`config.mk`:
```
export PLATFORM = sky130hd
export DESIGN_NAME = keystroke_line_buffer_rot13_top
export DESIGN_NICKNAME = d
export VERILOG_FILES = /design/src/design/klb_pkg.sv /design/src/design/keystroke_line_buffer_rot13_top.sv /design/src/design/klb_ram.sv /design/src/design/klb_ctrl.sv /design/src/design/klb_datapath.sv
export SDC_FILE = /design/constraint.sdc
export NUM_CORES = 1
export LEC_CHECK = 0
export ABC_CLOCK_PERIOD_IN_PS = 3100
export CAP_MARGIN = 20
export CORE_AREA = 4 4 207 209
export CTS_CLUSTER_DIAMETER = 60
export DETAILED_ROUTE_END_ITERATION = 10
export DIE_AREA = 0 0 211 213
export DONT_BUFFER_PORTS = 1
export GPL_ROUTABILITY_DRIVEN = 0
export PLACE_DENSITY = 0.69
export SLEW_MARGIN = 20
export SYNTH_ARGS = -nofsm -noshare
export SYNTH_HDL_FRONTEND = slang
export SYNTH_HIERARCHICAL = 1
export SYNTH_SLANG_ARGS = --single-unit
```
`constraint.sdc`:
```
create_clock -name clk -period 3.1 [get_ports clk]
set_input_delay 0.31 -clock clk [delete_from_list [all_inputs] [get_ports clk]]
set_output_delay 0.31 -clock clk [all_outputs]
set_load 0.01 [all_outputs]
```
`src/design/klb_pkg.sv`:
```
// Package of the keystroke line buffer: event codes, the keycode table with
// ROT13 applied, and the command and status structs between controller and datapath.
// No dependencies.
`timescale 1ns / 1ps
`default_nettype none

package klb_pkg;

	localparam int unsigned CHAR_W = 7;
	localparam int unsigned LEN_W  = 7;
	localparam int unsigned EVT_W  = 5;
	localparam int unsigned CODE_W = 10;
	localparam int unsigned KST_W  = 2;

	localparam logic [EVT_W-1:0]  EVT_KEY      = 5'd1;
	localparam logic [KST_W-1:0]  KS_PRESS     = 2'd1;
	localparam logic [CODE_W-1:0] KC_BACKSPACE = 10'd14;
	localparam logic [CODE_W-1:0] KC_ENTER     = 10'd28;
	localparam logic [CHAR_W-1:0] CHAR_NONE    = 7'h00;

	// Controller to datapath.
	typedef struct packed {
		logic push;        // store the mapped character at the end of the line
		logic pop;         // drop the newest character
		logic start;       // rewind the read index for a drain
		logic issue;       // read the next stored character
		logic load_char;   // move the read data into the output register
		logic load_empty;  // load the result of an empty line
		logic clear;       // empty the store after the last character left
	} klb_cmd_t;

	// Datapath to controller.
	typedef struct packed {
		logic key_press;
		logic is_bksp;
		logic is_enter;
		logic mapped;
		logic count_zero;
		logic full;
		logic issue_done;
		logic rd_vld;
		logic rd_last;
		logic out_free;
	} klb_sts_t;

	// Keycode to character, already ROT13 encrypted; CHAR_NONE for unmapped codes.
	function automatic logic [CHAR_W-1:0] key_to_char(input logic [CODE_W-1:0] code);
		logic [CHAR_W-1:0] c;
		case (code)
			10'd2:   c = 7'h31;
			10'd3:   c = 7'h32;
			10'd4:   c = 7'h33;
			10'd5:   c = 7'h34;
			10'd6:   c = 7'h35;
			10'd7:   c = 7'h36;
			10'd8:   c = 7'h37;
			10'd9:   c = 7'h38;
			10'd10:  c = 7'h39;
			10'd11:  c = 7'h30;
			10'd12:  c = 7'h2d;
			10'd16:  c = 7'h64;
			10'd17:  c = 7'h6a;
			10'd18:  c = 7'h72;
			10'd19:  c = 7'h65;
			10'd20:  c = 7'h67;
			10'd21:  c = 7'h6c;
			10'd22:  c = 7'h68;
			10'd23:  c = 7'h76;
			10'd24:  c = 7'h62;
			10'd25:  c = 7'h63;
			10'd30:  c = 7'h6e;
			10'd31:  c = 7'h66;
			10'd32:  c = 7'h71;
			10'd33:  c = 7'h73;
			10'd34:  c = 7'h74;
			10'd35:  c = 7'h75;
			10'd36:  c = 7'h77;
			10'd37:  c = 7'h78;
			10'd38:  c = 7'h79;
			10'd44:  c = 7'h6d;
			10'd45:  c = 7'h6b;
			10'd46:  c = 7'h70;
			10'd47:  c = 7'h69;
			10'd48:  c = 7'h6f;
			10'd49:  c = 7'h61;
			10'd50:  c = 7'h7a;
			10'd51:  c = 7'h2c;
			10'd52:  c = 7'h2e;
			10'd57:  c = 7'h20;
			default: c = CHAR_NONE;
		endcase
		return c;
	endfunction

endpackage

`default_nettype wire

```
`src/design/keystroke_line_buffer_rot13_top.sv`:
```
// Keystroke line buffer with ROT13: key events are accepted only while idle, not in a drain.
// Enter drains the line at one character per cycle while m_tready stays high, the
// rate being set by the single read port of the line store and by m_tready; the
// input is held off until the drain ends, and each read goes through registered read data.
// Reset (arst_n low) empties the line and the output register; the store itself
// is not cleared, since only entries below the fill count are read.
`timescale 1ns / 1ps
`default_nettype none

module keystroke_line_buffer_rot13_top
	import klb_pkg::*;
#(
	parameter int unsigned LINE_DEPTH = 64
) (
	input  wire logic        clk,
	input  wire logic        arst_n,
	input  wire logic        s_tvalid,
	output logic             s_tready,
	input  wire logic [15:0] s_tdata,  // [9:0] key_code, [11:10] key_state, rest zero
	input  wire logic [4:0]  s_tuser,  // [4:0] event_type
	output logic             m_tvalid,
	input  wire logic        m_tready,
	output logic [15:0]      m_tdata,  // [6:0] char_out, [13:7] line_length, rest zero
	output logic             m_tuser,  // [0] char_valid
	output logic             m_tlast   // is_last
);

	klb_cmd_t          cmd;
	klb_sts_t          sts;
	logic [CHAR_W-1:0] char_out;
	logic [LEN_W-1:0]  line_length;

	klb_ctrl u_ctrl (
		.clk      (clk),
		.arst_n   (arst_n),
		.s_tvalid (s_tvalid),
		.s_tready (s_tready),
		.sts      (sts),
		.cmd      (cmd)
	);

	klb_datapath #(
		.LINE_DEPTH(LINE_DEPTH)
	) u_datapath (
		.clk         (clk),
		.arst_n      (arst_n),
		.event_type  (s_tuser),
		.key_code    (s_tdata[9:0]),
		.key_state   (s_tdata[11:10]),
		.cmd         (cmd),
		.sts         (sts),
		.out_valid   (m_tvalid),
		.out_ready   (m_tready),
		.char_out    (char_out),
		.char_valid  (m_tuser),
		.line_length (line_length),
		.is_last     (m_tlast)
	);

	assign m_tdata = {2'b00, line_length, char_out};

endmodule

`default_nettype wire

```
`src/design/klb_ram.sv`:
```
// Generic single write port, single read port RAM with registered read data.
// No dependencies.
`timescale 1ns / 1ps
`default_nettype none

module klb_ram #(
	parameter int unsigned WIDTH = 8,
	parameter int unsigned DEPTH = 64,
	localparam int unsigned AW = (DEPTH > 1) ? $clog2(DEPTH) : 1
) (
	input  wire logic             clk,
	input  wire logic             we,
	input  wire logic [AW-1:0]    waddr,
	input  wire logic [WIDTH-1:0] wdata,
	input  wire logic             re,
	input  wire logic [AW-1:0]    raddr,
	output logic      [WIDTH-1:0] rdata
);

	logic [WIDTH-1:0] mem [DEPTH];

	always_ff @(posedge clk) begin
		if (we) begin
			mem[waddr] <= wdata;
		end
		if (re) begin
			rdata <= mem[raddr];
		end
	end

endmodule

`default_nettype wire

```
`src/design/klb_ctrl.sv`:
```
// Controller of the keystroke line buffer: accepts events, sequences the drain of a line.
// Depends on klb_pkg.
`timescale 1ns / 1ps
`default_nettype none

module klb_ctrl
	import klb_pkg::*;
(
	input  wire logic     clk,
	input  wire logic     arst_n,
	input  wire logic     s_tvalid,
	output logic          s_tready,
	input  wire klb_sts_t sts,
	output klb_cmd_t      cmd
);

	typedef enum logic [1:0] {
		ST_IDLE,
		ST_DRAIN,
		ST_EMPTY
	} state_t;

	state_t state_q;
	logic   accept;
	logic   act;
	logic   load;

	assign s_tready = (state_q == ST_IDLE);
	assign accept   = s_tvalid && s_tready;
	assign act      = accept && sts.key_press;
	assign load     = (state_q == ST_DRAIN) && sts.rd_vld && sts.out_free;

	always_comb begin
		cmd            = '0;
		cmd.push       = act && !sts.is_bksp && !sts.is_enter && sts.mapped && !sts.full;
		cmd.pop        = act && sts.is_bksp && !sts.count_zero;
		cmd.start      = act && sts.is_enter;
		cmd.load_char  = load;
		// A new read may replace the held read data only once that data moves on.
		cmd.issue      = (state_q == ST_DRAIN) && !sts.issue_done && (!sts.rd_vld || load);
		cmd.clear      = load && sts.rd_last;
		cmd.load_empty = (state_q == ST_EMPTY) && sts.out_free;
	end

	always_ff @(posedge clk or negedge arst_n) begin
		if (!arst_n) begin
			state_q <= ST_IDLE;
		end else begin
			case (state_q)
				ST_IDLE: begin
					if (act && sts.is_enter) begin
						state_q <= sts.count_zero ? ST_EMPTY : ST_DRAIN;
					end
				end
				ST_DRAIN: begin
					if (load && sts.rd_last) begin
						state_q <= ST_IDLE;
					end
				end
				ST_EMPTY: begin
					if (sts.out_free) begin
						state_q <= ST_IDLE;
					end
				end
				default: state_q <= ST_IDLE;
			endcase
		end
	end

endmodule

`default_nettype wire

```
`src/design/klb_datapath.sv`:
```
// Datapath of the keystroke line buffer: event decode, line store, fill count,
// read pipeline and output register.
// Depends on klb_pkg and klb_ram.
`timescale 1ns / 1ps
`default_nettype none

module klb_datapath
	import klb_pkg::*;
#(
	parameter int unsigned LINE_DEPTH = 64
) (
	input  wire logic              clk,
	input  wire logic              arst_n,
	input  wire logic [EVT_W-1:0]  event_type,
	input  wire logic [CODE_W-1:0] key_code,
	input  wire logic [KST_W-1:0]  key_state,
	input  wire klb_cmd_t          cmd,
	output klb_sts_t               sts,
	output logic                   out_valid,
	input  wire logic              out_ready,
	output logic [CHAR_W-1:0]      char_out,
	output logic                   char_valid,
	output logic [LEN_W-1:0]       line_length,
	output logic                   is_last
);

	localparam int unsigned AW = (LINE_DEPTH > 1) ? $clog2(LINE_DEPTH) : 1;
	localparam int unsigned CW = $clog2(LINE_DEPTH + 1);

	logic [CW-1:0]     count_q;
	logic [CW-1:0]     issue_idx_q;
	logic [CW-1:0]     issue_nxt;
	logic              rd_vld_s1;
	logic              rd_last_s1;
	logic [CHAR_W-1:0] map_char;
	logic [CHAR_W-1:0] rd_data;
	logic              out_valid_q;
	logic [CHAR_W-1:0] char_q;
	logic              char_valid_q;
	logic [LEN_W-1:0]  len_q;
	logic              last_q;

	assign map_char  = key_to_char(key_code);
	assign issue_nxt = issue_idx_q + CW'(1);

	always_comb begin
		sts            = '0;
		sts.key_press  = (event_type == EVT_KEY) && (key_state == KS_PRESS);
		sts.is_bksp    = (key_code == KC_BACKSPACE);
		sts.is_enter   = (key_code == KC_ENTER);
		sts.mapped     = (map_char != CHAR_NONE);
		sts.count_zero = (count_q == '0);
		sts.full       = (count_q == CW'(LINE_DEPTH));
		sts.issue_done = (issue_idx_q == count_q);
		sts.rd_vld     = rd_vld_s1;
		sts.rd_last    = rd_last_s1;
		sts.out_free   = !out_valid_q || out_ready;
	end

	klb_ram #(
		.WIDTH(CHAR_W),
		.DEPTH(LINE_DEPTH)
	) u_store (
		.clk   (clk),
		.we    (cmd.push),
		.waddr (count_q[AW-1:0]),
		.wdata (map_char),
		.re    (cmd.issue),
		.raddr (issue_idx_q[AW-1:0]),
		.rdata (rd_data)
	);

	always_ff @(posedge clk or negedge arst_n) begin
		if (!arst_n) begin
			count_q     <= '0;
			issue_idx_q <= '0;
			rd_vld_s1   <= 1'b0;
			out_valid_q <= 1'b0;
		end else begin
			if (cmd.clear) begin
				count_q <= '0;
			end else if (cmd.push) begin
				count_q <= count_q + CW'(1);
			end else if (cmd.pop) begin
				count_q <= count_q - CW'(1);
			end

			if (cmd.start) begin
				issue_idx_q <= '0;
			end else if (cmd.issue) begin
				issue_idx_q <= issue_nxt;
			end

			if (cmd.issue) begin
				rd_vld_s1 <= 1'b1;
			end else if (cmd.load_char) begin
				rd_vld_s1 <= 1'b0;
			end

			if (cmd.load_char || cmd.load_empty) begin
				out_valid_q <= 1'b1;
			end else if (out_ready) begin
				out_valid_q <= 1'b0;
			end
		end
	end

	always_ff @(posedge clk) begin
		if (cmd.issue) begin
			rd_last_s1 <= (issue_nxt == count_q);
		end
		if (cmd.load_char) begin
			char_q       <= rd_data;
			char_valid_q <= 1'b1;
			len_q        <= LEN_W'(count_q);
			last_q       <= rd_last_s1;
		end else if (cmd.load_empty) begin
			char_q       <= CHAR_NONE;
			char_valid_q <= 1'b0;
			len_q        <= '0;
			last_q       <= 1'b1;
		end
	end

	assign out_valid   = out_valid_q;
	assign char_out    = char_q;
	assign char_valid  = char_valid_q;
	assign line_length = len_q;
	assign is_last     = last_q;

endmodule

`default_nettype wire
```
==> flow_metrics.py, run 1 <==
metrics = {
    "outcome": {
        "status": "finished, final reports clean",
    },
    "setup_path": {
        "required_ns": 3.58,
        "worst-path-max-fanout": 7,
        "path_cells": "clkinvlp_4, ha_4, nor2b_1, a211oi_2, a211oi_1, o311a_2, or4_1, nand2b_1, nor4_4, buf_6, inv_8, ha_4, o21ai_0, nor2_1, or3_1, a21oi_1",
        "endpoint_kind": "flip-flop",
        "cp-start-kind": "input port",
        "cp_slowest_cell": "or4_1",
        "timing.critical_path.mode_cell": "ha_4",
        "critPathTopFamily": "simple AND/OR/NAND/NOR gates",
        "rrSetupSlack_ns": 0.53,
        "crit_arrival_ns": 3.48,
        "r2r-end": "u_datapath/u_store/rdata[1]",
        "r2r_cells": 6,
        "cp_slowest_stage_delay_ns": 0.51,
        "cp.buffers_inverters": 3,
        "r2r_start": "u_datapath/issue_idx_q[1]",
        "worstSetupPathType": "in -> reg",
    },
    "min_path": {
        "hold_end": "u_ctrl/state_q[1]",
        "hold_start": "m_tready",
        "hold_depth": 2,
        "worstHoldPathType": "in -> reg",
    },
    "global_route": {
        "track_usage_pct": 20.7,
        "gr-total-overflow": 0,
        "grt_max_degree": 65,
        "grt_pass1_wl_um": 70400,
        "antenna_found_initial": 0,
        "grt_pass1_vias": 11200,
    },
    "logic_synthesis": {
        "yosysWarnings": 6,
        "syn_avg_cell_area_um2": 18.1,
        "ys_seq_area_share_pct": 71.7,
        "ys_types": 65,
        "ys_top_cells_by_area": "edfxtp_1 (69%), mux4_2 (12%), dfrtp_1 (2.2%), nor2_1 (1.9%), mux2i_1 (1.0%)",
        "yosysTopAreaCell": "edfxtp_1",
        "synth_edf_count": 471,
        "synth-seq-cells": 490,
        "synthFlopType": "edfxtp_1",
        "synthArstFlopShare_pct": 3.67,
        "syn-cell-area_mm2": 0.0204,
        "synth_top_area_share_pct": 69.3,
        "postSynthCellCount": 1127,
    },
    "layout": {
        "multiInputGateArea_mm2": 0.00583,
        "antennaDiodeCount": 0,
        "nets": 1270,
        "drive_above_1_share_pct": 31.2,
        "fin_cells": 1799,
        "syn2layout_area_growth_pct": 17.2,
        "fillCellCount": 2913,
        "seq_area_mm2": 0.0146,
    },
    "clock_network": {
        "numClockSinks": 490,
        "h-tree-depth": 2,
        "clk_path_buf_depth": 3,
        "clk_latency_ns": 0.56,
        "clock_tree.root_cell": "clkbuf_16",
        "clk_pin_slew_ns": 0.06,
        "cts_tree": "built",
        "numCtsBuffers": 46,
    },
    "timing": {
        "grt_setup_unrepaired": "yes",
        "post-route-min-period_ns": 3.00,
        "finalCritPeriodShare_pct": 96.8,
        "tightest_slew_ns": 0.960,
        "max_freq_mhz": 333,
        "relSlewSlack_pct": 35.8,
        "setup_viol": 0,
        "final_hold_viol_count": 0,
        "clock_skew_ns": 0.00989,
        "drv_slew": 0,
    },
    "pwr": {
        "p_total_w": 0.0172,
        "p_leak_nw": 7.78,
        "p_clk_share_pct": 31.7,
        "p_int_w": 0.0125,
        "seq_power_share_pct": 43.7,
        "p_comb_share_pct": 24.6,
        "sw_frac_of_total_pct": 27.8,
        "p_sw_w": 0.00479,
        "powerDensity_mw_per_mm2": 721,
        "max-vdd-ir-drop_uv": 652,
    },
    "floorplanning": {
        "num_rows": 74,
        "dieArea_mm2": 0.0449,
        "core_mm2": 0.0408,
        "die_h_um": 213,
        "ios": 45,
        "die_width_um": 211,
        "initial_utilization_pct": 50.0,
    },
    "routing": {
        "ant_nets": 0,
        "wl_um": 45700,
        "drc": 0,
        "vias_per_cell": 6.11,
        "wl_per_cell_um": 25.4,
        "dr.pass1.iters": 5,
        "num_vias": 11000,
        "drtIter0Drc": 1269,
    },
    "placement": {
        "place_hpwl_um": 28500,
        "dp.cells": 1712,
        "port_buffers": 0,
    },
    "flow_run": {
        "maxCapViolCount": 0,
    },
}
-- metrics by stage --
step	TNS (ns)	setup WS, ns	hold slack [ns]	util, %	area, um2
after floorplan	-556.96	-1.36	0.0144	-	20800
after global placement	-109.44	-0.439	0.0148	54.8	22400
after detailed placement	-138.05	-0.498	0.0149	54.8	22400
after CTS	0	0.0996	0.0632	58.4	23900
after global routing	-0.785	-0.0523	0.0849	58.5	23900
final	0	0.0996	0.0845	58.5	23900
-- worst max path at each step --
stage	slack, ns	start	end	depth (start not counted)
2_1_floorplan	-1.36	s_tdata[1]	u_datapath/count_q[4]	16
3_3_place_gp	-0.44	s_tdata[0]	u_datapath/count_q[6]	16
3_5_place_dp	-0.50	s_tdata[0]	u_datapath/count_q[6]	16
4_1_cts	0.1	s_tdata[0]	u_datapath/count_q[6]	17
5_1_grt	-0.05	s_tdata[0]	u_datapath/count_q[4]	15
6_report	0.1	s_tdata[0]	u_datapath/count_q[4]	16
-- area by class of cell --
type                    instances  share of cell area [%]
clock buffers                  56                    5.24
repair buffers                117                    5.17
well taps                     532                    2.78
inverters                      18                   0.345
clock inverters                30                   0.916
flip-flops and latches        490                    61.2
multi-input cells             556                    24.4
-- synth_stat cells, types with 5 or more instances --
| cell type | n |
|---|---|
| a211oi_1 | 15 |
| a21o_1 | 5 |
| a21oi_1 | 21 |
| a22oi_1 | 8 |
| and2_1 | 14 |
| and3_1 | 7 |
| buf_2 | 17 |
| buf_4 | 13 |
| buf_6 | 6 |
| clkbuf_1 | 26 |
| dfrtp_1 | 18 |
| edfxtp_1 | 471 |
| ha_1 | 15 |
| inv_1 | 17 |
| mux2i_1 | 21 |
| mux4_2 | 112 |
| nand2_1 | 34 |
| nand2b_1 | 15 |
| nand3_1 | 20 |
| nor2_1 | 103 |
| nor2b_1 | 9 |
| nor3_1 | 13 |
| o21ai_0 | 14 |
| o21ai_1 | 5 |
| o221ai_1 | 10 |
| o22ai_1 | 12 |
| o31ai_1 | 8 |
| xnor2_1 | 12 |
| xor2_1 | 11 |
-- cell families (layout without fill, tap and decap cells) --
logic type,count (synthesis),in the layout,share of synthesized area [%]
AO/OA/AOI/OAI,124,124,4.31
XOR/XNOR,23,23,0.988
multiplexers,135,135,13.5
other,1,2,0.0184
adder cells (fa/ha/maj),16,16,1.02
AND/OR/NAND/NOR,256,256,6.37
buffers and inverters,82,221,2.13
flip-flops,490,490,71.7
-- flip-flops by register name, indices dropped and copies added (netlist names) --
signal                    flops
u_ctrl/state_q                2
u_datapath/char_out           7
u_datapath/char_valid         1
u_datapath/count_q            7
u_datapath/is_last            1
u_datapath/issue_idx_q        7
u_datapath/line_length        7
u_datapath/out_valid          1
u_datapath/rd_last_s1         1
u_datapath/rd_vld_s1          1
u_datapath/u_store/mem      448
u_datapath/u_store/rdata      7
-- power groups by stage --
stage,combinational [W],clock (W),sequential [W]
3_5_place_dp,0.00423,0,0.00768
5_1_grt,0.00451,0.00585,0.00755
2_1_floorplan,0.00319,0,0.00746
3_3_place_gp,0.00421,0,0.00768
6_report,0.00425,0.00547,0.00753
4_1_cts,0.00427,0.00558,0.00754
-- repair_timing --
item,CTS,global route
gates resized for setup,0,12
hold buffers,1,0
endpoints found under the setup margin,0,115
buffers inserted,0,0
endpoints found under the hold margin,18,0
-- routing by layer --
layer | vias up | GRT usage (%) | wire, um
li1 | 4754 | - | -
met1 | 5685 | 29.4 | 18600
met2 | 464 | 33.6 | 22400
met3 | 90 | 3.67 | 3490
met4 | 0 | 5.88 | 1180
met5 | - | 0 | 0
-- cells in the final DEF (no fill, tap or decap), drive strengths merged, types with 15 or more instances in the layout --
master    n
edfxtp  471
inv      16
a211oi   15
clkinv   25
a21oi    21
nand3    20
buf     116
nor2    103
mux4    112
clkbuf   56
mux2i    21
nand2b   15
ha       15
o21ai    19
nand2    34
dfrtp    18
No activity file was read; power rests on OpenSTA's default activity.
==> inputs of run 2 (changes only) <==
Settings changed: CORE_AREA 4 4 207 209 to 4 4 250 252, DIE_AREA 0 0 211 213 to 0 0 254 256, PLACE_DENSITY 0.69 to 0.51.
==> flow_metrics.py, run 2 (synthesis results as in run 1) <==
metrics = {
    "outcome": {
        "status": "finished, final reports clean",
    },
    "layout": {
        "nets": 1286,
        "syn2layout_area_growth_pct": 20.2,
        "largest-register": "u_datapath/u_store/mem",
        "fin_util_pct": 40.8,
        "final_cell_mix": "edfxtp_1 (471), mux4_2 (112), buf_4 (95)",
        "finalInstanceArea_mm2": 0.0245,
        "antennaDiodeCount": 0,
        "drive_above_1_share_pct": 31.3,
        "largest_reg_flops": 448,
        "final_common_cell": "edfxtp_1",
    },
    "setup_path": {
        "r2r_cells": 5,
        "cp_slowest_stage_delay_ns": 0.51,
        "r2r-end": "u_datapath/u_store/rdata[2]",
        "critPathTopFamily": "simple AND/OR/NAND/NOR gates",
        "timing.critical_path.mode_cell": "ha_4",
        "rrSetupSlack_ns": 0.48,
        "crit_arrival_ns": 3.48,
        "worst-path-max-fanout": 9,
        "endpoint_kind": "flip-flop",
        "r2r_start": "u_datapath/issue_idx_q[1]",
        "cp-start-kind": "input port",
        "path_cells": "clkinvlp_4, ha_4, nor2b_1, o311a_1, o311a_2, or4_1, nand2b_1, nor4_4, buf_12, inv_8, ha_4, o21ai_0, nor2_1, or3_1, a21oi_1",
        "cp_slowest_cell": "or4_1",
        "required_ns": 3.61,
        "cp.buffers_inverters": 3,
        "worstSetupPathType": "in -> reg",
    },
    "clock_network": {
        "cts_tree": "built",
        "numClockSinks": 490,
        "h-tree-depth": 2,
        "clk_path_buf_depth": 3,
        "clk_latency_ns": 0.59,
        "clk_pin_slew_ns": 0.06,
        "numCtsBuffers": 50,
        "cts_setup_buffers": 0,
        "clock_tree.root_cell": "clkbuf_16",
    },
    "timing": {
        "drv_slew": 0,
        "max_freq_mhz": 336,
        "fin_ws_ns": 0.128,
        "grt_setup_unrepaired": "no",
        "finalCritPeriodShare_pct": 95.9,
        "final_hold_viol_count": 0,
        "post-route-min-period_ns": 2.97,
        "timing.hold.ws_ns": 0.0749,
        "clock_skew_ns": 0.0187,
        "tightest_slew_ns": 0.890,
        "setup_viol": 0,
        "relSlewSlack_pct": 40.5,
    },
    "placement": {
        "place_hpwl_um": 30600,
        "port_buffers": 0,
        "placed_area_mm2": 0.0228,
        "dpl_worst_slack_ns": -0.505,
    },
    "floorplanning": {
        "num_rows": 90,
        "ios": 45,
        "initial_utilization_pct": 33.9,
        "dieArea_mm2": 0.0650,
        "core_mm2": 0.0601,
        "die_width_um": 254,
        "die_h_um": 256,
    },
    "global_route": {
        "grt_pass1_wl_um": 73600,
        "track_usage_pct": 15.1,
        "grt_max_degree": 65,
        "gr-total-overflow": 0,
        "antenna_found_initial": 1,
        "grt_pass1_vias": 11200,
    },
    "pwr": {
        "max-vdd-ir-drop_uv": 402,
        "p_leak_nw": 7.93,
        "powerDensity_mw_per_mm2": 733,
    },
    "min_path": {
        "hold_depth": 2,
        "worstHoldPathType": "in -> reg",
        "hold_end": "u_ctrl/state_q[1]",
        "hold_start": "m_tready",
    },
    "routing": {
        "ant_nets": 0,
        "wl_um": 49200,
        "num_vias": 10800,
        "dr.pass1.iters": 5,
        "wl_per_cell_um": 23.9,
        "drtIter0Drc": 871,
        "vias_per_cell": 5.24,
        "drc": 0,
    },
    "flow_run": {
        "maxCapViolCount": 0,
    },
}
run 2: per-layer routing:
metal  track usage, %  up-vias  share of wire, %
li1                 -     4784                 -
met1             21.5     5666                45
met2             24.1      253                48
met3             2.62       75               4.6
met4             4.30        2               2.4
met5                0        -             0.026
run 2: layout make-up:
class,instances,area [um2]
fill,5364,35600
sequential,490,14600
multi-input combinational,556,5810
timing repair buffer,129,1380
clock buffer,57,1290
tap,782,978
clock inverter,26,344
inverter,18,82.6
run 2: through the flow:
stage                     power, W  TNS (ns)  instances
after floorplan             0.0106   -556.96       1128
after global placement      0.0121    -85.72       1974
after detailed placement    0.0121   -118.61       1974
after CTS                   0.0182         0       2058
after global routing        0.0187         0       2058
final                       0.0180         0       2058
run 2: what timing repair did:
item,CTS,global route
gates resized for setup,0,4
endpoints found under the setup margin,0,39
hold buffers,1,0
hold endpoints to repair,18,0
run 2: where the power goes:
group          total, W  internal (W)  switching, W
registers       0.00744       0.00728      0.000162
logic           0.00447       0.00208       0.00239
clock network   0.00607       0.00362       0.00245
run 2: worst max-delay path by stage:
stage                    start                    end  slack, ns  cells after the start
CTS                 s_tdata[1]  u_datapath/count_q[4]       0.13                     17
floorplan           s_tdata[1]  u_datapath/count_q[4]      -1.36                     16
detailed placement  s_tdata[1]  u_datapath/count_q[6]      -0.50                     18
global route        s_tdata[0]  u_datapath/count_q[6]      0.005                     16
finish              s_tdata[0]  u_datapath/count_q[4]       0.13                     15
global placement    s_tdata[0]  u_datapath/count_q[6]      -0.46                     16
==> inputs of run 3 (changes only) <==
Settings changed: BUFFER_PORTS_ARGS set to -buffer_cell sky130_fd_sc_hd__buf_2, CTS_BUF_LIST set to sky130_fd_sc_hd__clkbuf_4, DONT_BUFFER_PORTS 1 to not set, PLACE_DENSITY 0.51 to 0.52.
==> flow_metrics.py, run 3 (synthesis results as in run 1) <==
metrics = {
    "outcome": {
        "status": "finished, final reports clean",
    },
    "timing": {
        "finalCritPeriodShare_pct": 93.5,
        "final_hold_viol_count": 0,
        "finalSetupTns_ns": 0,
        "tightest_slew_ns": 0.988,
        "post-route-min-period_ns": 2.90,
        "relSlewSlack_pct": 34.0,
        "grt_setup_unrepaired": "no",
        "drv_slew": 0,
        "clock_skew_ns": 0.0471,
        "timing.hold.ws_ns": 0.268,
        "setup_viol": 0,
        "max_freq_mhz": 345,
    },
    "routing": {
        "ant_nets": 0,
        "num_vias": 11500,
        "top_layer_used": "met4",
        "met3_length_um": 2990,
        "vias_per_cell": 5.14,
        "dr.pass1.iters": 7,
        "dr_wl_met2_um": 24700,
        "drtIter0Drc": 762,
        "drc": 0,
        "met1_length_um": 20800,
        "wl_per_cell_um": 22.2,
        "wl_um": 49500,
    },
    "clock_network": {
        "cts_setup_buffers": 0,
        "clk_latency_ns": 0.85,
        "numClockSinks": 490,
        "h-tree-depth": 3,
        "clk_path_buf_depth": 3,
        "numCtsBuffers": 120,
        "clk_pin_slew_ns": 0.07,
        "clock_tree.root_cell": "clkbuf_4",
        "cts_tree": "built",
    },
    "floorplanning": {
        "core_mm2": 0.0601,
        "dieArea_mm2": 0.0650,
        "ios": 45,
        "die_width_um": 254,
        "num_rows": 90,
        "die_h_um": 256,
        "initial_utilization_pct": 33.9,
    },
    "pwr": {
        "seq_power_share_pct": 43.7,
        "p_int_w": 0.0122,
        "p_comb_share_pct": 26.2,
        "powerDensity_mw_per_mm2": 695,
        "max-vdd-ir-drop_uv": 404,
        "p_leak_nw": 8.28,
        "p_clk_share_pct": 30.1,
        "sw_frac_of_total_pct": 29.3,
        "p_sw_w": 0.00503,
        "p_total_w": 0.0172,
    },
    "flow_run": {
        "maxCapViolCount": 0,
    },
    "setup_path": {
        "r2r_cells": 6,
        "rrSetupSlack_ns": 0.48,
        "cp-start-kind": "input port",
        "worstSetupPathType": "in -> reg",
        "worst-path-max-fanout": 7,
        "timing.critical_path.mode_cell": "ha_4",
        "crit_arrival_ns": 3.67,
        "r2r-end": "u_datapath/u_store/rdata[0]",
        "cp_slowest_cell": "or4_1",
        "path_cells": "buf_2, clkinvlp_4, ha_4, nor2b_1, o311a_1, o311a_2, or4_1, nand2b_1, nor4_4, buf_4, inv_8, ha_4, o21ai_0, nor2_1, or3_1, a21oi_1",
        "endpoint_kind": "flip-flop",
        "r2r_start": "u_datapath/issue_idx_q[0]",
        "critPathTopFamily": "simple AND/OR/NAND/NOR gates",
        "required_ns": 3.87,
        "cp_slowest_stage_delay_ns": 0.52,
        "cp.buffers_inverters": 4,
    },
    "global_route": {
        "grt_max_degree": 65,
        "track_usage_pct": 15.4,
        "gr-total-overflow": 0,
        "grt_pass1_vias": 11900,
        "grt_pass1_wl_um": 74900,
        "antenna_found_initial": 3,
    },
    "layout": {
        "syn2layout_area_growth_pct": 21.3,
        "final_common_cell": "edfxtp_1",
        "drive_above_1_share_pct": 39.1,
        "final_cell_mix": "edfxtp_1 (471), clkbuf_4 (167), mux4_2 (112)",
        "finalInstanceArea_mm2": 0.0247,
        "fillCellCount": 5487,
        "largest-register": "u_datapath/u_store/mem",
        "fin_util_pct": 41.1,
        "largest_reg_flops": 448,
        "nets": 1410,
    },
    "min_path": {
        "hold_depth": 4,
        "hold_start": "s_tdata[8]",
        "hold_end": "u_datapath/u_store/mem[24][4]",
        "worstHoldPathType": "in -> reg",
    },
    "placement": {
        "placed_area_mm2": 0.0232,
        "place_hpwl_um": 30800,
        "port_buffers": 38,
    },
}
## run 3: worst max path at each step
stage	start	end	slack, ns	depth (start not counted)
after global routing	s_tdata[0]	u_datapath/count_q[6]	0.06	17
after detailed placement	s_tdata[0]	u_datapath/count_q[6]	-0.66	17
after CTS	s_tdata[0]	u_datapath/count_q[4]	0.32	16
final	s_tdata[0]	u_datapath/count_q[4]	0.20	16
after global placement	s_tdata[1]	u_datapath/count_q[6]	-0.62	19
after floorplan	s_tdata[1]	u_datapath/count_q[4]	-1.36	16
## run 3: final cells by class
cell class                 instances  area (um2)  area share, %
inverter                          18        82.6          0.334
multi-input combinational        556        5800           23.4
timing repair buffer             183        1770           7.15
clock inverter                    34         228          0.921
clock buffer                     167        1250           5.07
tap                              782         978           3.96
sequential                       490       14600           59.1
antenna                            1        2.50         0.0101
## run 3: worst min-delay path, stage by stage
cell and delay, ns:
buf_2 0.08, or4_1 0.15, buf_4 0.16, nor2_4 0.16
## run 3: timing repair
item	in CTS	in global routing
hold buffers	6	0
hold endpoints to repair	21	0
resized for setup	0	2
setup endpoints to repair	0	2
## run 3: metrics by stage
stage / cells / worst slack (ns)
after floorplan: 1128 / -1.36
after global placement: 2023 / -0.620
after detailed placement: 2023 / -0.659
after CTS: 2230 / 0.320
after global routing: 2231 / 0.0571
final: 2231 / 0.203
## run 3: power groups by stage
stage | Clock, W | Sequential [W] | Combinational (W)
3_3_place_gp | 0 | 0.00765 | 0.00457
3_5_place_dp | 0 | 0.00766 | 0.00459
5_1_grt | 0.00578 | 0.00752 | 0.00483
6_report | 0.00518 | 0.00750 | 0.00450
4_1_cts | 0.00540 | 0.00752 | 0.00460
2_1_floorplan | 0 | 0.00746 | 0.00319
## run 3: routing by layer
layer	track usage, %	vias to the layer above
met5	0	-
met2	25.4	372
met4	5.14	0
met1	20.1	5895
li1	-	5120
met3	3.51	75
